$ cat src/rtl/core/ils_pkg.sv
// Shared types, codes and constants for the indexed list store.
`default_nettype none
package ils_pkg;

	localparam int CAPACITY_DEF = 64;
	// Wide enough for any index or count up to the largest supported capacity
	localparam int IDX_W = 11;

	localparam logic [2:0] FN_APPEND = 3'd0;
	localparam logic [2:0] FN_INSERT = 3'd1;
	localparam logic [2:0] FN_DELETE = 3'd2;
	localparam logic [2:0] FN_FIND   = 3'd3;
	localparam logic [2:0] FN_GET    = 3'd4;

	localparam logic [1:0] ST_OK       = 2'd0;
	localparam logic [1:0] ST_RANGE    = 2'd1;
	localparam logic [1:0] ST_FULL     = 2'd2;
	localparam logic [1:0] ST_NOTFOUND = 2'd3;

	typedef enum logic [2:0] {
		CELL_HOLD,
		CELL_INSERT,
		CELL_DELETE,
		CELL_LOAD,
		CELL_SHIFT
	} cell_op_t;

	typedef enum logic {
		S_IDLE,
		S_SCAN
	} state_t;

	typedef struct packed {
		cell_op_t          op;
		logic [IDX_W-1:0]  pos;
		logic [IDX_W-1:0]  cnt;
		logic              find;
		logic [31:0]       value;
	} ils_ctrl_t;

	typedef struct packed {
		logic        hit;
		logic [31:0] data;
	} ils_scan_t;

endpackage
`default_nettype wire

$ cat src/rtl/core/ils_cell.sv
// One list slot: holds an entry and a scan register, shifts with its neighbours.
`default_nettype none
module ils_cell
	import ils_pkg::*;
(
	input  wire logic             clk,
	input  wire ils_ctrl_t        ctrl,
	input  wire logic [IDX_W-1:0] idx,
	input  wire logic [31:0]      lower_entry,
	input  wire logic [31:0]      upper_entry,
	input  wire ils_scan_t        upper_scan,
	output      logic [31:0]      entry,
	output      ils_scan_t        scan
);

	logic [31:0] entry_q;
	ils_scan_t   scan_q;

	always_ff @(posedge clk) begin
		case (ctrl.op)
			CELL_INSERT: begin
				if (idx == ctrl.pos)
					entry_q <= ctrl.value;
				else if (idx > ctrl.pos)
					entry_q <= lower_entry;
			end
			CELL_DELETE: begin
				if (idx >= ctrl.pos)
					entry_q <= upper_entry;
			end
			CELL_LOAD: begin
				if (ctrl.find) begin
					scan_q.hit  <= (entry_q == ctrl.value) && (idx < ctrl.cnt);
					scan_q.data <= 32'(idx);
				end else begin
					scan_q.hit  <= (idx == ctrl.pos);
					scan_q.data <= entry_q;
				end
			end
			CELL_SHIFT: begin
				// a hit stays put, so the lowest hit reaches slot zero first
				if (!scan_q.hit)
					scan_q <= upper_scan;
			end
			default: ;
		endcase
	end

	assign entry = entry_q;
	assign scan  = scan_q;

endmodule
`default_nettype wire

$ cat config.mk
export PLATFORM = sky130hd
export DESIGN_NAME = ils_cell
export DESIGN_NICKNAME = d
export VERILOG_FILES = /design/src/rtl/core/ils_pkg.sv /design/src/rtl/core/ils_cell.sv
export SDC_FILE = /design/constraint.sdc
export NUM_CORES = 1
export LEC_CHECK = 0
export BUFFER_PORTS_ARGS = -buffer_cell sky130_fd_sc_hd__buf_2
export CORE_AREA = 5 5 98 100
export DETAILED_ROUTE_END_ITERATION = 10
export DIE_AREA = 0 0 103 105
export GPL_ROUTABILITY_DRIVEN = 0
export PLACE_DENSITY_LB_ADDON = 0.2
export SETUP_SLACK_MARGIN = 0.05
export SYNTH_ARGS = -nofsm -noshare
export SYNTH_HDL_FRONTEND = slang
export SYNTH_SLANG_ARGS = --single-unit
$ cat constraint.sdc
create_clock -name clk -period 9.25 [get_ports clk]
set_input_delay 2.775 -clock clk [delete_from_list [all_inputs] [get_ports clk]]
set_output_delay 2.775 -clock clk [all_outputs]
set_load 0.02 [all_outputs]
# Yosys cells after proc, flatten, opt, wreduce, memory -nomap -nowiden

Cells that the tools add are included.

Magnitude comparators: 3
Eq/ne operators: 9
Mux-type cells: 7
Reductions and logical operators: 5

Operators by type and width:

| cell                                                                   | count |
|---|---|
| 32-bit two-way mux                                                     | 3 |
| 33-bit two-way mux                                                     | 2 |
| 33-bit one-hot mux with 2 select lines                                 | 1 |
| 32-bit one-hot mux with 2 select lines                                 | 1 |
| 32-bit equality test                                                   | 1 |
| 11-bit equality test                                                   | 1 |
| 11-bit greater-or-equal comparator                                     | 1 |
| 11-bit > comparator                                                    | 1 |
| 11-bit < comparator                                                    | 1 |
| 3-bit by 2-bit equality test with 1-bit output (second input constant) | 2 |
| 2-bit != test (second input constant)                                  | 2 |
| 2-bit nonzero test                                                     | 2 |
| 3-bit by 1-bit equality test with 1-bit output (second input constant) | 1 |
| 3-bit equality test (second input constant)                            | 1 |
| 3-bit != test (second input constant)                                  | 1 |
| 3-bit AND reduction                                                    | 1 |
| 2-bit AND reduction                                                    | 1 |
| 1-bit logical AND                                                      | 1 |

Flip-flop bits (word level): 65
Input bits: 167
Logic and storage cells: 27

# Logic depth before layout (Yosys ltp)

Gate-level depths: netlist (run 1).

Depth after elaboration: 4
Mapped depth: 7
Depth with buffers taken out: 7

# Worst setup path after synthesis (run 1)

Ideal clock, no wire load.

Kind: input -> register
Start: in ctrl[53] (netlist bit)
End: reg entry_q[0], in the netlist entry[0] (enable)
Arrival: 5.605 ns
Data required time: 8.818 ns
Setup slack: 3.213 ns
Stages on the path: 7
Path buffers: 0
Path through: inv_1 > ha_1 > nand4_1 > nor3_4 > a211oi_1 > a211o_1 > a21oi_1

Longest elaborated chain between the ends: 3

Ends and longest elaborated chain:

| item                                                            | line           | RTL |
|---|---|---|
| start: declaration                                              | ils_cell.sv:7  | `input wire ils_ctrl_t ctrl,` |
| 11-bit > comparator, or another cell as far along               | ils_cell.sv:24 | `else if (idx > ctrl.pos)` |
| 3-bit != test (no source line) or 2-bit != test (tied branches) | -              |  |
| 3-bit AND reduction (no source line) *                          | -              |  |
| end signal: assignment                                          | ils_cell.sv:23 | `entry_q <= ctrl.value;` |
| end signal: assignment                                          | ils_cell.sv:25 | `entry_q <= lower_entry;` |
| end signal: assignment                                          | ils_cell.sv:29 | `entry_q <= upper_entry;` |
| end: declaration                                                | ils_cell.sv:16 | `logic [31:0] entry_q;` |

Every way passes the cells marked *; elsewhere a longest branch is shown, timed or not.
A chain may end at the register's enable or synchronous reset.

# Worst setup path in the final report (run 1)

Start: in idx[8]
End: reg entry_q[17], in the netlist entry[17] (enable)

Longest elaborated chain between the ends: 3

Ends and longest elaborated chain:

| item                                                            | line           | RTL |
|---|---|---|
| start: declaration                                              | ils_cell.sv:8  | `input wire logic [IDX_W-1:0] idx,` |
| 11-bit > comparator, or another cell as far along               | ils_cell.sv:24 |  |
| 3-bit != test (no source line) or 2-bit != test (tied branches) | -              |  |
| 3-bit AND reduction (no source line) *                          | -              |  |

Marked as above.

==> results of run 1 <==
-- metrics by stage --
step | cells | power, µW | utilization, % | hold WS (ns)
floorplan | 365 | 449 | - | 0.729
global placement | 688 | 526 | 61.7 | 0.593
detailed placement | 688 | 529 | 61.7 | 0.602
CTS | 704 | 795 | 64.2 | 0.624
global route | 704 | 825 | 64.2 | 0.651
finish | 704 | 793 | 64.2 | 0.617
-- cell families after synthesis --
group           count (synthesis)  synth area share (%)
mux                            43                  10.6
buf+inv                        39                  4.26
simple gates                   79                  10.2
fa+ha+maj                      21                  6.48
flops                          65                  48.1
xor+xnor                       33                  7.13
compound gates                 85                  13.1
-- registers in the layout, summed over array words and instances, names as in the netlist --
name and flops:
scan 33, entry 32
-- worst max-delay path by stage --
stage,end,cells past startpoint,startpoint
global route,entry[19]$_DFFE_PP_,9,idx[0]
floorplan,entry[0]$_DFFE_PP_,7,ctrl[53]
global placement,entry[21]$_DFFE_PP_,8,idx[9]
CTS,entry[20]$_DFFE_PP_,8,idx[8]
detailed placement,entry[21]$_DFFE_PP_,8,idx[8]
finish,entry[17]$_DFFE_PP_,8,idx[8]
-- routing by layer --
metal	GRT usage, %	routed length (µm)
met5	0	0
met4	7.49	233
met3	5.20	1150
met2	40.0	6450
met1	30.3	5320
-- area by class of cell --
type	instances	area (µm²)	area share, %
clock buffer	9	124	2.24
multi-input combinational	261	1960	35.6
clock inverter	7	93.8	1.70
sequential	65	1950	35.4
tap	108	135	2.45
timing repair buffer	233	1170	21.2
inverter	21	78.8	1.43
-- cells in the final DEF, fill, tap and decap left out, drive strengths merged, types with 12 or more instances in the layout --
cell type	count
nand3b	12
ha	21
mux2i	43
edfxtp	65
o21ai	46
nand2	39
buf	233
a22o	21
inv	22
xnor2	33
-- power breakdown --
part	internal (µW)	leakage, µW	switching, µW	total [µW]
combinational	72.0	0.00170	90.4	162
clock	152	0.000107	119	270
sequential	347	0.000599	12.6	360
total	571	0.00241	222	793
==> flow_summary.json, run 1 <==
{
  "crit_required_ns": 9.21,
  "ys_seq_area_share_pct": 48.1,
  "r2r_start": "scan[32]$_DFFE_PP_",
  "die_area_mm2": 0.0108,
  "r2r-end": "scan[26]$_DFFE_PP_",
  "cp_max_fo": 34,
  "power.density_mw_per_mm2": 144,
  "slowest_delay_ns": 0.80,
  "ys_ff_latch": 65,
  "io-pin-count": 232,
  "cts_sinks": 65,
  "irDropWorstVdd_v": 0.0000800,
  "setup_viol": 0,
  "io_buffers": 231,
  "postCtsSetupRepairBufs": 0,
  "vias": 3737,
  "hpwl_mm": 10.6,
  "slew_headroom_pct": 26.8,
  "initial_utilization_pct": 47.2,
  "syn-cell-area_mm2": 0.00405,
  "cts_hold_buf": 0,
  "tightest_slew_ns": 1.10,
  "core-area_mm2": 0.00859,
  "place_ws_ns": 3.42,
  "htreeDepth": 3,
  "hold_viol_final": 0,
  "clock-skew-final_ns": 0.0113,
  "cts_tree": "yes",
  "min_to": "scan[24]$_DFFE_PP_",
  "drv_slew": 0,
  "areaGrowthSynthToFinish_pct": 36.1,
  "yosys_warnings": 0,
  "crit_type": "primary input to flop",
  "maxCapViolCount": 0,
  "antenna_found_initial": 0,
  "num_antenna_cells": 0,
  "dieHeight_um": 105,
  "dpl_cell_area_mm2": 0.00530,
  "synth.top_cell.area_share_pct": 48.1,
  "synth_edf_count": 65,
  "drt_drc_violations_left": 0,
  "grt_pass1_vias": 3925,
  "cp_top_family": "compound AO/OA/AOI/OAI gates",
  "synthMostInstantiatedCell": "edfxtp_1",
  "hp-class": "flop to flop",
  "grt_pass1_wl_mm": 19.7,
  "via_per_inst": 5.31,
  "fill_cells": 727,
  "grt_overflow_total": 0,
  "worstHoldStart": "entry[24]$_DFFE_PP_",
  "syn_avg_cell_area_um2": 11.1,
  "fmax_mhz": 184,
  "grt_max_degree": 39,
  "cp-end-kind": "flop",
  "finalInstanceArea_mm2": 0.00552,
  "path_cells": "buf_2 -> ha_1 -> nand4_1 -> nor3_4 -> buf_4 -> a211oi_1 -> a211o_1 -> a21oi_4",
  "fp.dieW_um": 103,
  "p_leak_uw": 0.00241,
  "drive_gt1_share_pct": 42.6,
  "syn_inst": 365,
  "yosys.area.top_type": "edfxtp_1",
  "cts_buffer_depth": 2,
  "rr_worst_depth": 2,
  "num_rows": 34,
  "synth_nets": 553,
  "clk_latency_ns": 0.34,
  "ff2ff_setup_slack_ns": 7.34,
  "cts.repair.resized": 0,
  "initialDrtViolationCount": 126,
  "first_pass_iters": 4,
  "grt_usage_pct": 23.8,
  "synth.distinct_cells": 29,
  "outcome": "finished, final reports clean",
  "synth-async-reset-ratio_pct": 0,
  "rsz0062_at_grt": "no",
  "slowest_stage": "a21oi_4",
  "critPathLaunchType": "primary input",
  "synth_area_leaders": "edfxtp_1 (48%), mux2i_1 (11%), xnor2_1 (7.1%)",
  "synthFlopType": "edfxtp_1",
  "numCtsBuffers": 9,
  "setup_slack_ns": 3.81,
  "crit_buf_inv": 2,
  "yosys-top-cells-count": "edfxtp_1 (65), o21ai_0 (46), mux2i_1 (43), nand2_1 (39), xnor2_1 (33)",
  "final_nets": 779,
  "setup_tns_ns": 0,
  "min_delay_path_depth": 1,
  "wl_mm": 13.2,
  "worst_ep_arrival_time_ns": 5.40,
  "antenna_left": 0,
  "avgRoutedWirePerCell_um": 18.7,
  "root_buffer": "clkbuf_8",
  "min_period_ns": 5.44,
  "clk_pin_slew_ns": 0.09,
  "post-route-period-util_pct": 58.8
}
Note: power is estimated with default switching activity, not from simulation.
==> run 2: changes to the inputs <==
--- a/config.mk
+++ b/config.mk
@@ -6,9 +6,9 @@
 export NUM_CORES = 1
 export LEC_CHECK = 0
 export BUFFER_PORTS_ARGS = -buffer_cell sky130_fd_sc_hd__buf_2
-export CORE_AREA = 5 5 98 100
+export CORE_AREA = 5 5 107 109
 export DETAILED_ROUTE_END_ITERATION = 10
-export DIE_AREA = 0 0 103 105
+export DIE_AREA = 0 0 112 114
 export GPL_ROUTABILITY_DRIVEN = 0
 export PLACE_DENSITY_LB_ADDON = 0.2
 export SETUP_SLACK_MARGIN = 0.05
==> constraint.sdc (replaced) <==
create_clock -name clk -period 4.4 [get_ports clk]
set_input_delay 1.32 -clock clk [delete_from_list [all_inputs] [get_ports clk]]
set_output_delay 1.32 -clock clk [all_outputs]
set_load 0.02 [all_outputs]
==> run 2 against run 1 <==
  * Flip-flop and latch count stayed put
  * Via count down 2.6%
  * Routed wire length decreased by 0.43%
  * First-iteration DRC count rose by 19%
  * Highest routed layer unchanged
  * Clock-buffer cell count increased by 1
  * Critical endpoint is now entry[12]$_DFFE_PP_
  * Worst hold slack better by 0.010 ns
  * Worst setup slack lost 2.3 ns
  * Largest power group unchanged
  * Combinational power rose by 110%
  * Die area grew 18%
  * Clock skew fell by 0.00092 ns
  * Final cell count rose by 5.5%
  * Power increased by 100%
==> flow_summary.json, run 2 (synthesis results as in run 1) <==
{
  "layout_common_cells": "buf_2 (231), edfxtp_1 (65), o21ai_0 (45)",
  "setup_viol": 0,
  "core-area_mm2": 0.0105,
  "io-pin-count": 232,
  "cp-end-kind": "flop",
  "slew_headroom_pct": 31.0,
  "postCtsSetupRepairBufs": 0,
  "crit_required_ns": 4.43,
  "vias": 3641,
  "finalNonFillerCells": 743,
  "largest_register_ffs": 33,
  "utilization_pct": 53.0,
  "cts_tree": "yes",
  "final_common_cell": "buf_2",
  "critPathLaunch": "idx[10]",
  "dieHeight_um": 114,
  "crit_end": "entry[12]$_DFFE_PP_",
  "avgRoutedWirePerCell_um": 17.6,
  "post-route-period-util_pct": 66.8,
  "fp.dieW_um": 112,
  "r2r_start": "entry[2]$_DFFE_PP_",
  "rsz0062_at_grt": "no",
  "cts.repair.resized": 0,
  "crit_type": "primary input to flop",
  "r2r-end": "scan[32]$_DFFE_PP_",
  "power.density_mw_per_mm2": 285,
  "hp-class": "flop to flop",
  "clk_pin_slew_ns": 0.08,
  "tightest_slew_ns": 1.03,
  "hold_viol_final": 0,
  "hpwl_mm": 10.8,
  "p_leak_uw": 0.00242,
  "first_pass_iters": 4,
  "setup_tns_ns": 0,
  "maxCapViolCount": 0,
  "worst_ep_arrival_time_ns": 2.97,
  "initialDrtViolationCount": 150,
  "cts_hold_buf": 0,
  "grt_overflow_total": 0,
  "clk_latency_ns": 0.35,
  "via_per_inst": 4.90,
  "dp.cells": 726,
  "cts_sinks": 65,
  "min_period_ns": 2.94,
  "areaGrowthSynthToFinish_pct": 37.5,
  "htreeDepth": 3,
  "outcome": "finished, final reports clean",
  "drive_gt1_share_pct": 42.9,
  "rr_worst_depth": 5,
  "drt_drc_violations_left": 0,
  "grt_pass1_wl_mm": 19.5,
  "num_rows": 38,
  "drv_slew": 0,
  "initial_utilization_pct": 38.6,
  "grt_usage_pct": 20.0,
  "grt_pass1_vias": 3723,
  "antenna_found_initial": 0,
  "fmax_mhz": 340,
  "cts_buffer_depth": 2,
  "cp_max_fo": 18,
  "io_buffers": 231,
  "antenna_left": 0,
  "irDropWorstVdd_v": 0.000116,
  "clock-skew-final_ns": 0.0104,
  "ff2ff_setup_slack_ns": 2.48,
  "numCtsBuffers": 9,
  "root_buffer": "clkbuf_8",
  "die_area_mm2": 0.0128,
  "wl_mm": 13.1,
  "final_nets": 785,
  "critPathLaunchType": "primary input",
  "grt_max_degree": 39
}
-- run 2: changes by cell type in the layout (fill, tap and decap cells not counted), sizes merged --
cell / delta
clkinv: +1
bufinv: -1
inv: -1
buf: +6
clkbuf: +1
diode: +1
-- run 2: area by class of cell --
class	count	area [µm²]
antenna	1	2.50
clock buffer	10	128
clock inverter	6	58.8
fill	983	4930
inverter	21	78.8
multi-input combinational	261	1960
sequential	65	1950
tap	140	175
timing repair buffer	239	1220
-- run 2: how the worst min path moves through the flow --
stage                                    from                  to  slack, ns  depth (start not counted)
final                     entry[23]$_DFFE_PP_  scan[23]$_DFFE_PP_       0.63                          1
after floorplan           entry[11]$_DFFE_PP_  scan[11]$_DFFE_PP_       0.73                          1
after global placement    entry[28]$_DFFE_PP_  scan[28]$_DFFE_PP_       0.60                          1
after detailed placement  entry[24]$_DFFE_PP_  scan[24]$_DFFE_PP_       0.60                          1
after CTS                 entry[23]$_DFFE_PP_  scan[23]$_DFFE_PP_       0.63                          1
after global routing      entry[26]$_DFFE_PP_  scan[26]$_DFFE_PP_       0.65                          1
-- run 2: routing by layer --
layer | GRT usage [%] | wire length (µm) | part of all wire, %
met1 | 24.7 | 5230 | 40
met2 | 34.2 | 6600 | 50
met3 | 4.83 | 1070 | 8.2
met4 | 6.97 | 191 | 1.5
met5 | 0 | 0 | 0
-- run 2: per-stage QoR --
step | hold slack [ns] | setup WS (ns) | area [µm²] | total power (µW)
after global placement | 0.601 | 1.15 | 5390 | 1110
after global routing | 0.651 | 1.33 | 5570 | 1670
after CTS | 0.632 | 1.48 | 5570 | 1610
final | 0.627 | 1.46 | 5570 | 1590
after detailed placement | 0.599 | 1.09 | 5390 | 1110
after floorplan | 0.729 | 0.112 | 4060 | 943
-- run 2: worst max-delay path: stages --
cell and delay [ns]:
buf_2 0.12, ha_1 0.30, nand4_1 0.17, nor3_4 0.21, a211oi_1 0.08, a211o_1 0.33, a21oi_4 0.14, buf_4 0.28
-- run 2: power by group --
part	switching, µW	internal (µW)	leakage [µW]
Clock	233	258	0.0000913
Combinational	186	154	0.00173
Sequential	27.5	730	0.000599
Total	447	1140	0.00242
==> run 3: changes to the inputs <==
==> constraint.sdc (replaced) <==
create_clock -name clk -period 2.6 [get_ports clk]
set_input_delay 0.78 -clock clk [delete_from_list [all_inputs] [get_ports clk]]
set_output_delay 0.78 -clock clk [all_outputs]
set_load 0.02 [all_outputs]
==> run 3 against run 2 <==
  * Non-clock buffer count increased by 8
  * Highest routed layer is now met5
  * Power increased by 67%
  * Final area increased by 2.8%
  * Clock skew decreased by 0.0048 ns
  * Sequential share of layout area decreased by 0.96 points
  * Utilization increased by 1.5 points
  * Critical path depth increased by 1
  * Register-to-register slack got worse by 1.8 ns
==> flow_summary.json, run 3 (synthesis results as in run 1) <==
{
  "outcome": "finished, final reports clean",
  "core-area_mm2": 0.0105,
  "min_period_ns": 2.36,
  "cts_buffer_depth": 2,
  "rsz0062_at_grt": "no",
  "fmax_mhz": 424,
  "cts_hold_buf": 0,
  "root_buffer": "clkbuf_8",
  "drive_gt1_share_pct": 46.1,
  "final_common_cell": "buf_2",
  "antenna_left": 0,
  "antenna_found_initial": 2,
  "sequentialPowerShare_pct": 48.1,
  "fill_cells": 1004,
  "dieHeight_um": 114,
  "htreeDepth": 3,
  "clk_latency_ns": 0.34,
  "final_nets": 793,
  "total_power_uw": 2660,
  "hp-class": "flop to flop",
  "cts_tree": "yes",
  "slew_headroom_pct": 34.1,
  "first_pass_iters": 7,
  "clk_pin_slew_ns": 0.08,
  "slowest_delay_ns": 0.29,
  "vias": 3759,
  "use_met3_pct": 5.25,
  "drv_slew": 0,
  "switchingPower_uw": 796,
  "p_leak_uw": 0.00247,
  "numCtsBuffers": 9,
  "grt_pass1_vias": 3916,
  "critPathLaunchType": "primary input",
  "initialDrtViolationCount": 167,
  "crit_buf_inv": 3,
  "worst_ep_arrival_time_ns": 2.40,
  "die_area_mm2": 0.0128,
  "grt_overflow_total": 0,
  "fin_hold_ws_ns": 0.620,
  "clock-skew-final_ns": 0.00556,
  "clock_power_share_pct": 28.9,
  "initial_utilization_pct": 38.6,
  "fp.dieW_um": 112,
  "comb_power_share_pct": 23.0,
  "power.density_mw_per_mm2": 464,
  "ff2ff_setup_slack_ns": 0.73,
  "slowest_stage": "a211o_1",
  "io-pin-count": 232,
  "place_ws_ns": -0.112,
  "utilization_pct": 54.5,
  "wl_mm": 13.5,
  "setup_slack_ns": 0.243,
  "r2r_start": "entry[27]$_DFFE_PP_",
  "cts.repair.resized": 0,
  "drt_drc_violations_left": 0,
  "worstHoldStart": "entry[24]$_DFFE_PP_",
  "tightest_slew_ns": 0.988,
  "irDropWorstVdd_v": 0.000191,
  "cp_top_family": "compound AO/OA/AOI/OAI gates",
  "via_per_inst": 5.01,
  "grt_usage_pct": 20.5,
  "hold_viol_final": 0,
  "grt_use_met2_pct": 35.7,
  "path_cells": "buf_2 -> inv_8 -> ha_4 -> nand4_1 -> nor3_4 -> a211oi_2 -> a211o_1 -> a21oi_4 -> buf_12",
  "critPathLaunch": "ctrl[45]",
  "crit_required_ns": 2.64,
  "grt_max_degree": 65,
  "cts_sinks": 65,
  "setup_viol": 0,
  "post-route-period-util_pct": 90.7,
  "crit_type": "primary input to flop",
  "num_rows": 38,
  "met1_usage_pct": 24.9,
  "cp_max_fo": 32,
  "layout_common_cells": "buf_2 (231), edfxtp_1 (65), o21ai_0 (45)",
  "io_buffers": 231,
  "avgRoutedWirePerCell_um": 18.0,
  "postCtsSetupRepairBufs": 0,
  "swShare_pct": 30.0,
  "cp-end-kind": "flop",
  "largest_register_ffs": 33,
  "grt_pass1_wl_mm": 20.3,
  "hpwl_mm": 11.1,
  "maxCapViolCount": 0,
  "busiest_layer": "met2",
  "p_int_uw": 1860,
  "areaGrowthSynthToFinish_pct": 41.4
}
==> run 3: changes by cell type in the layout (fill, tap and decap cells not counted), moves of 2 or more <==
| cell | delta |
|---|---|
| buf_12 | +2 |
| inv_1 | -5 |
| inv_2 | +2 |
| clkinv_2 | +3 |
| ha_1 | -5 |
| clkinv_1 | -2 |
| inv_6 | +2 |
| ha_4 | +5 |
| buf_4 | +6 |
==> run 3: stage by stage <==
stage / std cells / instance area, µm² / TNS, ns
2_1_floorplan: 365 / 4160 / -9.39
3_5_place_dp: 734 / 5560 / -4.04
4_1_cts: 750 / 5730 / 0
3_3_place_gp: 734 / 5560 / -1.88
5_1_grt: 751 / 5730 / 0
6_report: 751 / 5730 / 0
==> run 3: worst paths after layout <==
| check | to | cells past startpoint |
|---|---|---|
| max reg2reg | scan[32]$_DFFE_PP_ | 5 |
| min | scan[24]$_DFFE_PP_ | 1 |
| max | entry[31]$_DFFE_PP_ | 9 |
| min reg2reg | scan[24]$_DFFE_PP_ | 1 |
==> run 3: final cells by class <==
type | instances | area, µm² | share of cell area (%)
multi-input combinational | 261 | 2040 | 35.5
sequential | 65 | 1950 | 34.1
timing repair buffer | 247 | 1300 | 22.7
tap | 140 | 175 | 3.06
clock buffer | 9 | 124 | 2.16
inverter | 21 | 93.8 | 1.64
clock inverter | 7 | 46.3 | 0.808
antenna | 1 | 2.50 | 0.0437
==> run 3: worst reg2reg max path, delay by kind of cell (launching register included) <==
| kind | cells | cell delay, ns |
|---|---|---|
| compound gates | 1 | 0.19 |
| simple gates | 3 | 0.77 |
| xor+xnor | 1 | 0.34 |
| flops | 1 | 0.44 |
==> run 3: layer usage <==
metal / vias up / share of wire (%)
li1: 1835 / -
met1: 1742 / 40
met2: 162 / 51
met3: 18 / 7.3
met4: 2 / 2.2
met5: - / 0.052
==> run 3: power groups by stage <==
stage	logic, µW	registers (µW)	clock network [µW]
6_report	611	1280	767
5_1_grt	670	1290	840
4_1_cts	621	1280	794
3_5_place_dp	619	1300	0
3_3_place_gp	602	1300	0
2_1_floorplan	241	1370	0
